**config.mk**
```make
export PLATFORM = sky130hd
export DESIGN_NAME = periodic_stream_scheduler
export DESIGN_NICKNAME = d
export VERILOG_FILES = /design/src/pss_pkg.sv /design/src/pss_ctrl.sv /design/src/pss_dp.sv /design/src/periodic_stream_scheduler.sv
export VERILOG_INCLUDE_DIRS = /design/src /design/src/src
export SDC_FILE = /design/constraint.sdc
export NUM_CORES = 2
export LEC_CHECK = 0
export BUFFER_PORTS_ARGS = -buffer_cell sky130_fd_sc_hd__buf_2
export CORE_ASPECT_RATIO = 1.2
export CORE_MARGIN = 4
export CORE_UTILIZATION = 60
export DETAILED_ROUTE_END_ITERATION = 10
export GPL_TIMING_DRIVEN = 0
export MAX_ROUTING_LAYER = met4
export PLACE_DENSITY = 0.86
export SETUP_SLACK_MARGIN = 0.3
export SYNTH_ARGS = -nofsm -noshare
export SYNTH_HDL_FRONTEND = slang
export SYNTH_SLANG_ARGS = --single-unit
export TNS_END_PERCENT = 20
```
**constraint.sdc**
```tcl
create_clock -name clk -period 30.9 [get_ports clk]
set_input_delay 6.18 -clock clk [delete_from_list [all_inputs] [get_ports clk]]
set_output_delay 6.18 -clock clk [all_outputs]
set_load 0.03 [all_outputs]
```
**src/periodic_stream_scheduler_macros.svh**
```systemverilog
// assertion macros for the stream scheduler
`ifndef PERIODIC_STREAM_SCHEDULER_MACROS_SVH
`define PERIODIC_STREAM_SCHEDULER_MACROS_SVH
`ifndef SYNTHESIS
`define PSS_ASSERT_IMPL(label, clk, rst_n, ante, cons) \
	label: assert property (@(posedge clk) disable iff (!rst_n) (ante) |-> (cons)) \
		else $error("assertion failed");
`define PSS_ASSERT_NEXT(label, clk, rst_n, ante, cons) \
	label: assert property (@(posedge clk) disable iff (!rst_n) (ante) |=> (cons)) \
		else $error("assertion failed");
`else
`define PSS_ASSERT_IMPL(label, clk, rst_n, ante, cons)
`define PSS_ASSERT_NEXT(label, clk, rst_n, ante, cons)
`endif
`endif

```
**src/pss_pkg.sv**
```systemverilog
// shared types and constants of the stream scheduler
package pss_pkg;
	localparam int STREAM_COUNT = 12;
	localparam int PORT_COUNT = 2;
	localparam int SLOTS = PORT_COUNT * STREAM_COUNT;
	localparam int SLOT_W = $clog2(SLOTS);
	localparam int SW = $clog2(STREAM_COUNT);
	localparam logic [31:0] MINUS_ONE_Q16 = 32'hFFFF0000;
	localparam logic OP_TICK = 1'b0;
	localparam logic OP_RATE = 1'b1;
	localparam logic CFG_BAUD_A = 1'b0;
	localparam logic CFG_BAUD_B = 1'b1;

	typedef struct packed {
		logic load;       // latch item
		logic scan_step;  // test one stream
		logic write_per;  // store period
	} pss_cmd_t;

	typedef struct packed {
		logic div_done;
		logic scan_last;
		logic is_rate;
	} pss_sts_t;

	function automatic logic [31:0] default_rate(input logic [1:0] tier, input logic [3:0] s);
		logic [31:0] r;
		r = 32'd0;
		case (s)
			4'd0: r = 32'd65536;
			4'd2: r = 32'd13107;
			4'd3, 4'd5: r = (tier == 2'd0) ? 32'd3276800 : (tier == 2'd1) ? 32'd655360 :
				(tier == 2'd2) ? 32'd327680 : 32'd0;
			4'd6, 4'd8: r = (tier == 2'd0) ? 32'd655360 : (tier == 2'd3) ? 32'd0 : 32'd327680;
			4'd7: r = (tier == 2'd0) ? 32'd1310720 : (tier == 2'd3) ? 32'd0 : 32'd327680;
			4'd10: r = (tier == 2'd3) ? 32'd0 : 32'd131072;
			4'd11: r = (tier == 2'd0) ? 32'd6553600 : (tier == 2'd1) ? 32'd2621440 :
				(tier == 2'd2) ? 32'd1310720 : 32'd655360;
			default: r = 32'd0;
		endcase
		return r;
	endfunction
endpackage

```
**src/pss_ctrl.sv**
```systemverilog
// controller sequencing rate updates and tick scans
module pss_ctrl import pss_pkg::*; (
	input  logic     clk,
	input  logic     arst_n,
	input  logic     start,
	output logic     busy,
	output logic     done_q,
	output pss_cmd_t cmd,
	input  pss_sts_t sts
);
	typedef enum logic [1:0] {ST_IDLE, ST_DIV, ST_SCAN, ST_WR} state_t;
	state_t state_q;

	assign busy = (state_q != ST_IDLE);

	always_comb begin
		cmd = '0;
		cmd.load = (state_q == ST_IDLE) && start;
		cmd.scan_step = (state_q == ST_SCAN);
		cmd.write_per = (state_q == ST_WR);
	end

	always_ff @(posedge clk or negedge arst_n) begin
		if (!arst_n) begin
			state_q <= ST_IDLE;
			done_q <= 1'b0;
		end else begin
			done_q <= 1'b0;
			unique case (state_q)
				ST_IDLE: if (start) state_q <= ST_DIV;
				ST_DIV: begin
					if (!sts.is_rate) state_q <= ST_SCAN;
					else if (sts.div_done) state_q <= ST_WR;
				end
				ST_SCAN: if (sts.scan_last) begin
					state_q <= ST_IDLE;
					done_q <= 1'b1;
				end
				ST_WR: begin
					state_q <= ST_IDLE;
					done_q <= 1'b1;
				end
				default: state_q <= ST_IDLE;
			endcase
		end
	end
endmodule

```
**src/pss_dp.sv**
```systemverilog
// datapath: tables, restoring divider and stream scan
module pss_dp import pss_pkg::*; (
	input  logic        clk,
	input  logic        arst_n,
	input  pss_cmd_t    cmd,
	output pss_sts_t    sts,
	input  logic [21:0] baud_a,
	input  logic [21:0] baud_b,
	input  logic        operation,
	input  logic [31:0] time_now,
	input  logic        open_a,
	input  logic        open_b,
	input  logic        port_sel,
	input  logic [3:0]  stream_sel,
	input  logic [31:0] rate_value,
	output logic        sent_a,
	output logic [3:0]  stream_a,
	output logic        sent_b,
	output logic [3:0]  stream_b
);
	logic [31:0] period_q [SLOTS];
	logic [31:0] last_q [SLOTS];
	logic        op_q, open_a_q, open_b_q, port_q, valid_q;
	logic [31:0] now_q;
	logic [SW-1:0] stream_q;
	logic [SW-1:0] idx_q;
	// restoring divider: 44-bit dividend / 33-bit divisor
	logic [43:0] quo_q;
	logic [33:0] rem_q;
	logic [32:0] dvs_q;
	logic [5:0]  cnt_q;
	logic        run_q;
	logic [33:0] trial;
	logic [31:0] eff_rate;
	logic [1:0]  tier;
	logic [21:0] baud_sel;
	logic [43:0] qsat;
	logic [31:0] per_new;
	logic [16:0] nq;
	logic [SLOT_W-1:0] slot_a;
	logic [SLOT_W-1:0] slot_b;

	assign baud_sel = port_sel ? baud_b : baud_a;
	always_comb begin
		if (baud_sel >= 22'd921600) tier = 2'd0;
		else if (baud_sel >= 22'd115200) tier = 2'd1;
		else if (baud_sel >= 22'd57600) tier = 2'd2;
		else tier = 2'd3;
		eff_rate = (rate_value == MINUS_ONE_Q16) ? default_rate(tier, stream_sel) : rate_value;
	end

	assign trial = {rem_q[32:0], quo_q[43]} - {1'b0, dvs_q};
	assign qsat = (quo_q > 44'h7FFFFFFF) ? 44'h7FFFFFFF : quo_q;
	assign nq = 17'((qsat[31:0] + 32'h8000) >> 16);
	assign per_new = (valid_q && dvs_q != '0) ? (32'(nq) * 32'd1000) : 32'd0;

	// table slots of the stream under test on each port
	assign slot_a = SLOT_W'(idx_q);
	assign slot_b = SLOT_W'(STREAM_COUNT + int'(idx_q));

	assign sts.is_rate = op_q;
	assign sts.div_done = !run_q;
	assign sts.scan_last = (idx_q == SW'(STREAM_COUNT - 1));

	always_ff @(posedge clk or negedge arst_n) begin
		if (!arst_n) begin
			for (int i = 0; i < SLOTS; i++) begin
				period_q[i] <= '0;
				last_q[i] <= '0;
			end
			run_q <= 1'b0;
			{sent_a, sent_b, stream_a, stream_b} <= '0;
		end else begin
			if (cmd.load) begin
				op_q <= operation;
				now_q <= time_now;
				open_a_q <= open_a;
				open_b_q <= open_b;
				port_q <= port_sel;
				stream_q <= stream_sel[SW-1:0];
				valid_q <= (int'(stream_sel) < STREAM_COUNT) && (int'(port_sel) < PORT_COUNT);
				idx_q <= '0;
				{sent_a, sent_b, stream_a, stream_b} <= '0;
				// dividend 1000*2^33 + r, divisor 2r
				quo_q <= (44'd1000 << 33) + {12'd0, eff_rate};
				// zero divisor marks a disabled stream
				dvs_q <= (operation == OP_RATE && (eff_rate[31] || eff_rate == '0)) ? '0
					: {eff_rate, 1'b0};
				rem_q <= '0;
				cnt_q <= 6'd44;
				run_q <= (operation == OP_RATE) && !eff_rate[31] && eff_rate != '0;
			end
			if (run_q) begin
				if (!trial[33]) begin
					rem_q <= trial;
					quo_q <= {quo_q[42:0], 1'b1};
				end else begin
					rem_q <= {rem_q[32:0], quo_q[43]};
					quo_q <= {quo_q[42:0], 1'b0};
				end
				cnt_q <= cnt_q - 6'd1;
				if (cnt_q == 6'd1) run_q <= 1'b0;
			end
			if (cmd.write_per && valid_q)
				period_q[SLOT_W'(int'(port_q) * STREAM_COUNT + int'(stream_q))] <= per_new;
			if (cmd.scan_step) begin
				idx_q <= idx_q + SW'(1);
				if (open_a_q && !sent_a && period_q[slot_a] != '0
						&& (now_q - last_q[slot_a]) > period_q[slot_a]) begin
					sent_a <= 1'b1;
					stream_a <= 4'(idx_q);
					last_q[slot_a] <= now_q;
				end
				if (PORT_COUNT > 1 && open_b_q && !sent_b
						&& period_q[slot_b] != '0
						&& (now_q - last_q[slot_b]) > period_q[slot_b]) begin
					sent_b <= 1'b1;
					stream_b <= 4'(idx_q);
					last_q[slot_b] <= now_q;
				end
			end
		end
	end
endmodule

```
**src/periodic_stream_scheduler.sv**
```systemverilog
// top level of the periodic stream scheduler
// rate update: strobe once the division is done (44-step restoring divider, one bit a cycle)
// zero or negative rate: strobe after the period write, no division
// tick: strobe after all streams are scanned, one stream of each port tested per cycle
// one item at a time; next item taken at the edge that ends the strobe cycle
// arst_n clears all periods and last send times at once, bauds reset to 921600
`include "periodic_stream_scheduler_macros.svh"
module periodic_stream_scheduler import pss_pkg::*; (
	input  logic        clk,
	input  logic        arst_n,
	input  logic        start,
	output logic        busy,
	output logic        done,
	input  logic        cfg_valid,
	output logic        cfg_ready,
	input  logic        cfg_index,
	input  logic [21:0] cfg_data,
	input  logic        operation,
	input  logic [31:0] time_now,
	input  logic        open_a,
	input  logic        open_b,
	input  logic        port_sel,
	input  logic [3:0]  stream_sel,
	input  logic [31:0] rate_value,
	output logic        sent_a,
	output logic [3:0]  stream_a,
	output logic        sent_b,
	output logic [3:0]  stream_b
);
	pss_cmd_t cmd;
	pss_sts_t sts;
	logic [21:0] baud_a_q, baud_b_q;

	// config transfer accepted every cycle
	assign cfg_ready = 1'b1;
	always_ff @(posedge clk or negedge arst_n) begin
		if (!arst_n) begin
			baud_a_q <= 22'd921600;
			baud_b_q <= 22'd921600;
		end else if (cfg_valid) begin
			if (cfg_index == CFG_BAUD_A) baud_a_q <= cfg_data;
			else baud_b_q <= cfg_data;
		end
	end

	pss_ctrl u_ctrl (.clk, .arst_n, .start, .busy, .done_q(done), .cmd, .sts);

	pss_dp u_dp (.clk, .arst_n, .cmd, .sts, .baud_a(baud_a_q), .baud_b(baud_b_q),
		.operation, .time_now, .open_a, .open_b, .port_sel, .stream_sel, .rate_value,
		.sent_a, .stream_a, .sent_b, .stream_b);

	// accepted item makes the block busy next cycle
	`PSS_ASSERT_NEXT(a_start_busy, clk, arst_n, start && !busy, busy)
	// the strobe cycle is an idle cycle
	`PSS_ASSERT_IMPL(a_done_idle, clk, arst_n, done, !busy)
	// no port A send flagged on a strobe with the stream beyond range
	`PSS_ASSERT_IMPL(a_stream_rng, clk, arst_n, done && sent_a, stream_a < 4'(STREAM_COUNT))
endmodule

```
==> impl.org <==
** Cells and area
- Share of post-route cells with drive strength above 1 :: 0.269
- Post-synthesis to final-layout area growth :: 10.6%
- The layout has 8673 filler cells.
- Leading cell type in the layout, fill and taps excluded :: sky130_fd_sc_hd__dfrtp_1
- For this run, the post-layout net count is 6714.
- Finished Cell Area :: 0.0856 mm2
- Leaving out fill and tap cells, the most frequent cells in the layout are sky130_fd_sc_hd__dfrtp_1 (1354), sky130_fd_sc_hd__mux2_2 (748), sky130_fd_sc_hd__nand2_1 (620).
- Fin cells :: 8164
- Finished Core Util :: 0.667

** Clock tree
- The root buffer cell chosen for the clock tree is sky130_fd_sc_hd__clkbuf_16.
- Clock network latency to the later pin of the worst-skew pair :: 0.82 ns
- Clock tree synthesis inserted a total of 152 buffers.
- For this design, the CTS-stage hold fixing added 0 buffers.
- Number of H-tree levels :: 4
- The number of gates resized after CTS was 0.
- TritonCTS built the clock tree.
- Number of buffers on the longest clock path :: 3
- After clock tree synthesis, the clock-pin slew on the worst setup and hold paths is 0.07 ns.
- Postcts setup bufs :: 0
- For this design, the sink count on the clock tree is 1522.

** Worst setup path
- Grouping stages by cell kind, the critical path spends the most delay in buffers and inverters.
- Stage delay of the slowest cell on the critical path :: 1.02 ns
- Type of the worst setup path :: reg -> reg
- The cell that appears most often on the critical path is sky130_fd_sc_hd__buf_2.
- STA classifies the critical path startpoint as a flip-flop.
- Data on the critical path arrives at its endpoint at 16.48 ns.
- The worst setup path is captured at a flip-flop.
- Counting both buffers and inverters, the worst setup path holds a total of 16.
- Largest driver fanout on the critical path :: 12
- At the worst endpoint, the required time is 31.59 ns.
- Cell type of the slowest stage on the worst timing path :: sky130_fd_sc_hd__buf_1

** Yosys
- Synthesis produced a netlist with a net count of 6443.
- Syn Area/Cell :: 12.7 um2
- Seq/Total Area, Yosys :: 0.503
- Number of synthesis warnings :: 0
- In this run, synthesis produced a sequential element count of 1522.
- Synthesis produced 6087 cells.
- Biggest area consumer among synthesized cells :: sky130_fd_sc_hd__dfrtp_1
- Post-synth top area share :: 0.438
- Yosys mapped a number of flops with a built-in enable equal to 160.
- Fraction of synthesis flops using an asynchronous set or reset pin :: 0.895
- After synthesis the cells add up to 0.0773 mm2.
- Among all flip-flop cells after synthesis, the most frequent one is sky130_fd_sc_hd__dfrtp_1.
- Number of distinct standard cells referenced by the synthesized netlist :: 89
- Ranked by total cell area, the synthesized netlist is headed by sky130_fd_sc_hd__dfrtp_1 (44%), sky130_fd_sc_hd__mux4_2 (13%), sky130_fd_sc_hd__mux2_2 (11%).

** Detailed routing
- Initial detailed-routing violation count :: 6503
- Drt via density :: 6.76
- The first detailed-routing pass took 6 iterations.
- Number of vias in the routed layout :: 55.2k
- In the routed design, unresolved DRC markers number 0.
- For this block, the routed nets add up to 233 mm of wire.
- Routed length per placed instance :: 28.5 um
- In this run the remaining antenna-violating nets after routing total 0.

** STA
- Static timing analysis puts the maximum clock frequency at 0.0633 GHz.
- Unrepaired setup endpoints after global routing :: false
- The worst path needs 15.79 ns of the cycle, external delays included.
- Layout Skew :: 0.0649 ns
- Setup violations remaining at the end of the flow were counted as 0.
- Aggregate negative setup slack :: 0 ns
- Max Slew Vio Count :: 11
- Dividing the final minimum period by the clock period gives 0.511.
- For the pin with the worst max-slew slack, the measured transition is 1.54 ns.
- Count of endpoints failing hold in the final timing report :: 0
- Max-slew headroom at the worst pin :: -0.0294

** Outcome
- The flow ran to the end, but the final reports show violations.
- The final reports fail on capacitance limit, slew limit.

** Floorplanning
- The die is 401 um tall.
- Area of the die :: 0.135 mm2
- The total area inside the core boundary comes to 0.128 mm2.
- Row count :: 144
- The initial utilization of the core area, before any placement, comes to 0.603.
- Horizontal extent of the die :: 336 um
- I/O pin cnt :: 112

** Place
- Count of input and output buffers :: 102
- In this run, placement finished with an instance count of 7882.
- Detailed placement ended at an HPWL of 160 mm.
- Global placer's final weighted congestion :: 1.00
- The placed instances occupy a cell area of 0.0803 mm2.

** Worst hold path
- Type of the tightest min-delay check :: reg -> reg

** Power and ir drop
- Peak ir drop on the vdd network :: 0.0543 mV
- The completed layout was analyzed and its total power is 6.73 mW.
- In this run the power density over the cells is 78.6 mW/mm2.
- Total leakage power :: 38.7 nW

** Global route
- Across every metal layer, demand over resource in global routing totals 0.358.
- The total overflow left after global routing is 0.
- Entering global routing, the biggest net connects 173 pins.
- Via count of the first global-routing pass :: 57.1k
- Number of antenna violations at the first check in global routing :: 3
- The first global-routing pass estimated 350 mm of wire.

** Flow run
- Across the run, the number of max-cap violations was 2.
## state kept, by name, indices dropped and copies added, names as in the netlist, 2 cells and up
register        flops
baud_a_q           14
baud_b_q           14
u_ctrl.state_q      2
u_dp.cnt_q          6
u_dp.dvs_q         32
u_dp.idx_q          4
u_dp.last_q       768
u_dp.now_q         32
u_dp.period_q     552
u_dp.quo_q         44
u_dp.rem_q         33
u_dp.stream_a       4
u_dp.stream_b       4
u_dp.stream_q       4
## synthesized netlist by cell type, types with 54 or more instances
| cell type | n |
|---|---|
| sky130_fd_sc_hd__nand3_1 | 54 |
| sky130_fd_sc_hd__xnor2_1 | 87 |
| sky130_fd_sc_hd__ha_1 | 207 |
| sky130_fd_sc_hd__mux4_2 | 452 |
| sky130_fd_sc_hd__nor2_1 | 165 |
| sky130_fd_sc_hd__o21ai_0 | 454 |
| sky130_fd_sc_hd__dfrtp_1 | 1354 |
| sky130_fd_sc_hd__clkbuf_1 | 435 |
| sky130_fd_sc_hd__nor2b_1 | 58 |
| sky130_fd_sc_hd__buf_2 | 93 |
| sky130_fd_sc_hd__nand2_1 | 620 |
| sky130_fd_sc_hd__mux2_1 | 78 |
| sky130_fd_sc_hd__edfxtp_1 | 160 |
| sky130_fd_sc_hd__mux2_2 | 748 |
| sky130_fd_sc_hd__a21oi_1 | 206 |
| sky130_fd_sc_hd__inv_1 | 225 |
| sky130_fd_sc_hd__mux2i_1 | 78 |
## final cells by class
class	count	area [um2]	area share
sequential	1522	38900	0.455
inverter	229	860	0.0100
clock buffer	206	4320	0.0505
multi-input combinational	3745	35100	0.410
buffer	591	2520	0.0295
antenna	5	12.5	0.000146
timing repair buffer	117	888	0.0104
tap	1679	2100	0.0245
clock inverter	70	853	0.00997
## final timing paths
check	startpoint	endpoint	slack (ns)	depth (start not counted)
min reg2reg	u_dp.period_q[77]	u_dp.period_q[77]	0.45	1
min in group asynchronous	arst_n	u_dp.last_q[185]	5.29	1
max	u_dp.idx_q[2]	u_dp.last_q[661]	15.11	38
max in group asynchronous	arst_n	u_dp.last_q[230]	22.99	4
max reg2reg	u_dp.idx_q[2]	u_dp.last_q[661]	15.11	38
min	u_dp.period_q[77]	u_dp.period_q[77]	0.45	1
## through the flow
step                hold slack (ns)  worst slack (ns)
CTS                           0.456             15.78
global route                  0.463             15.00
global placement              0.434             -5.83
detailed placement            0.442             15.88
finish                        0.452             15.11
floorplan                     0.424             20.65
## cell families (layout without fill, tap and decap cells)
| kind of cell | after synthesis | in the layout | synth area share |
|---|---|---|---|
| buffers and inverters | 820 | 1213 | 0.0436 |
| adder cells (fa/ha/maj) | 257 | 257 | 0.0464 |
| other | 1 | 6 | 0.0000485 |
| multiplexers | 1356 | 1356 | 0.262 |
| AND/OR/NAND/NOR | 1115 | 1115 | 0.0642 |
| XOR/XNOR | 117 | 117 | 0.0132 |
| flip-flops | 1522 | 1522 | 0.503 |
| AO/OA/AOI/OAI | 899 | 899 | 0.0676 |
## routing by layer
| layer | up-vias | share of wire | global-route usage |
|---|---|---|---|
| met3 | 1194 | 0.10 | 0.0952 |
| met5 | - | 0 | - |
| li1 | 22400 | - | - |
| met1 | 28000 | 0.34 | 0.415 |
| met4 | 0 | 0.084 | 0.240 |
| met2 | 3570 | 0.47 | 0.552 |
## power breakdown
group	total (mW)	internal, mW	switching [mW]
Combinational	2.10	0.944	1.15
Clock	1.93	1.10	0.826
Sequential	2.70	2.45	0.250
Total	6.73	4.50	2.23
(Power assumes the default switching activity.)
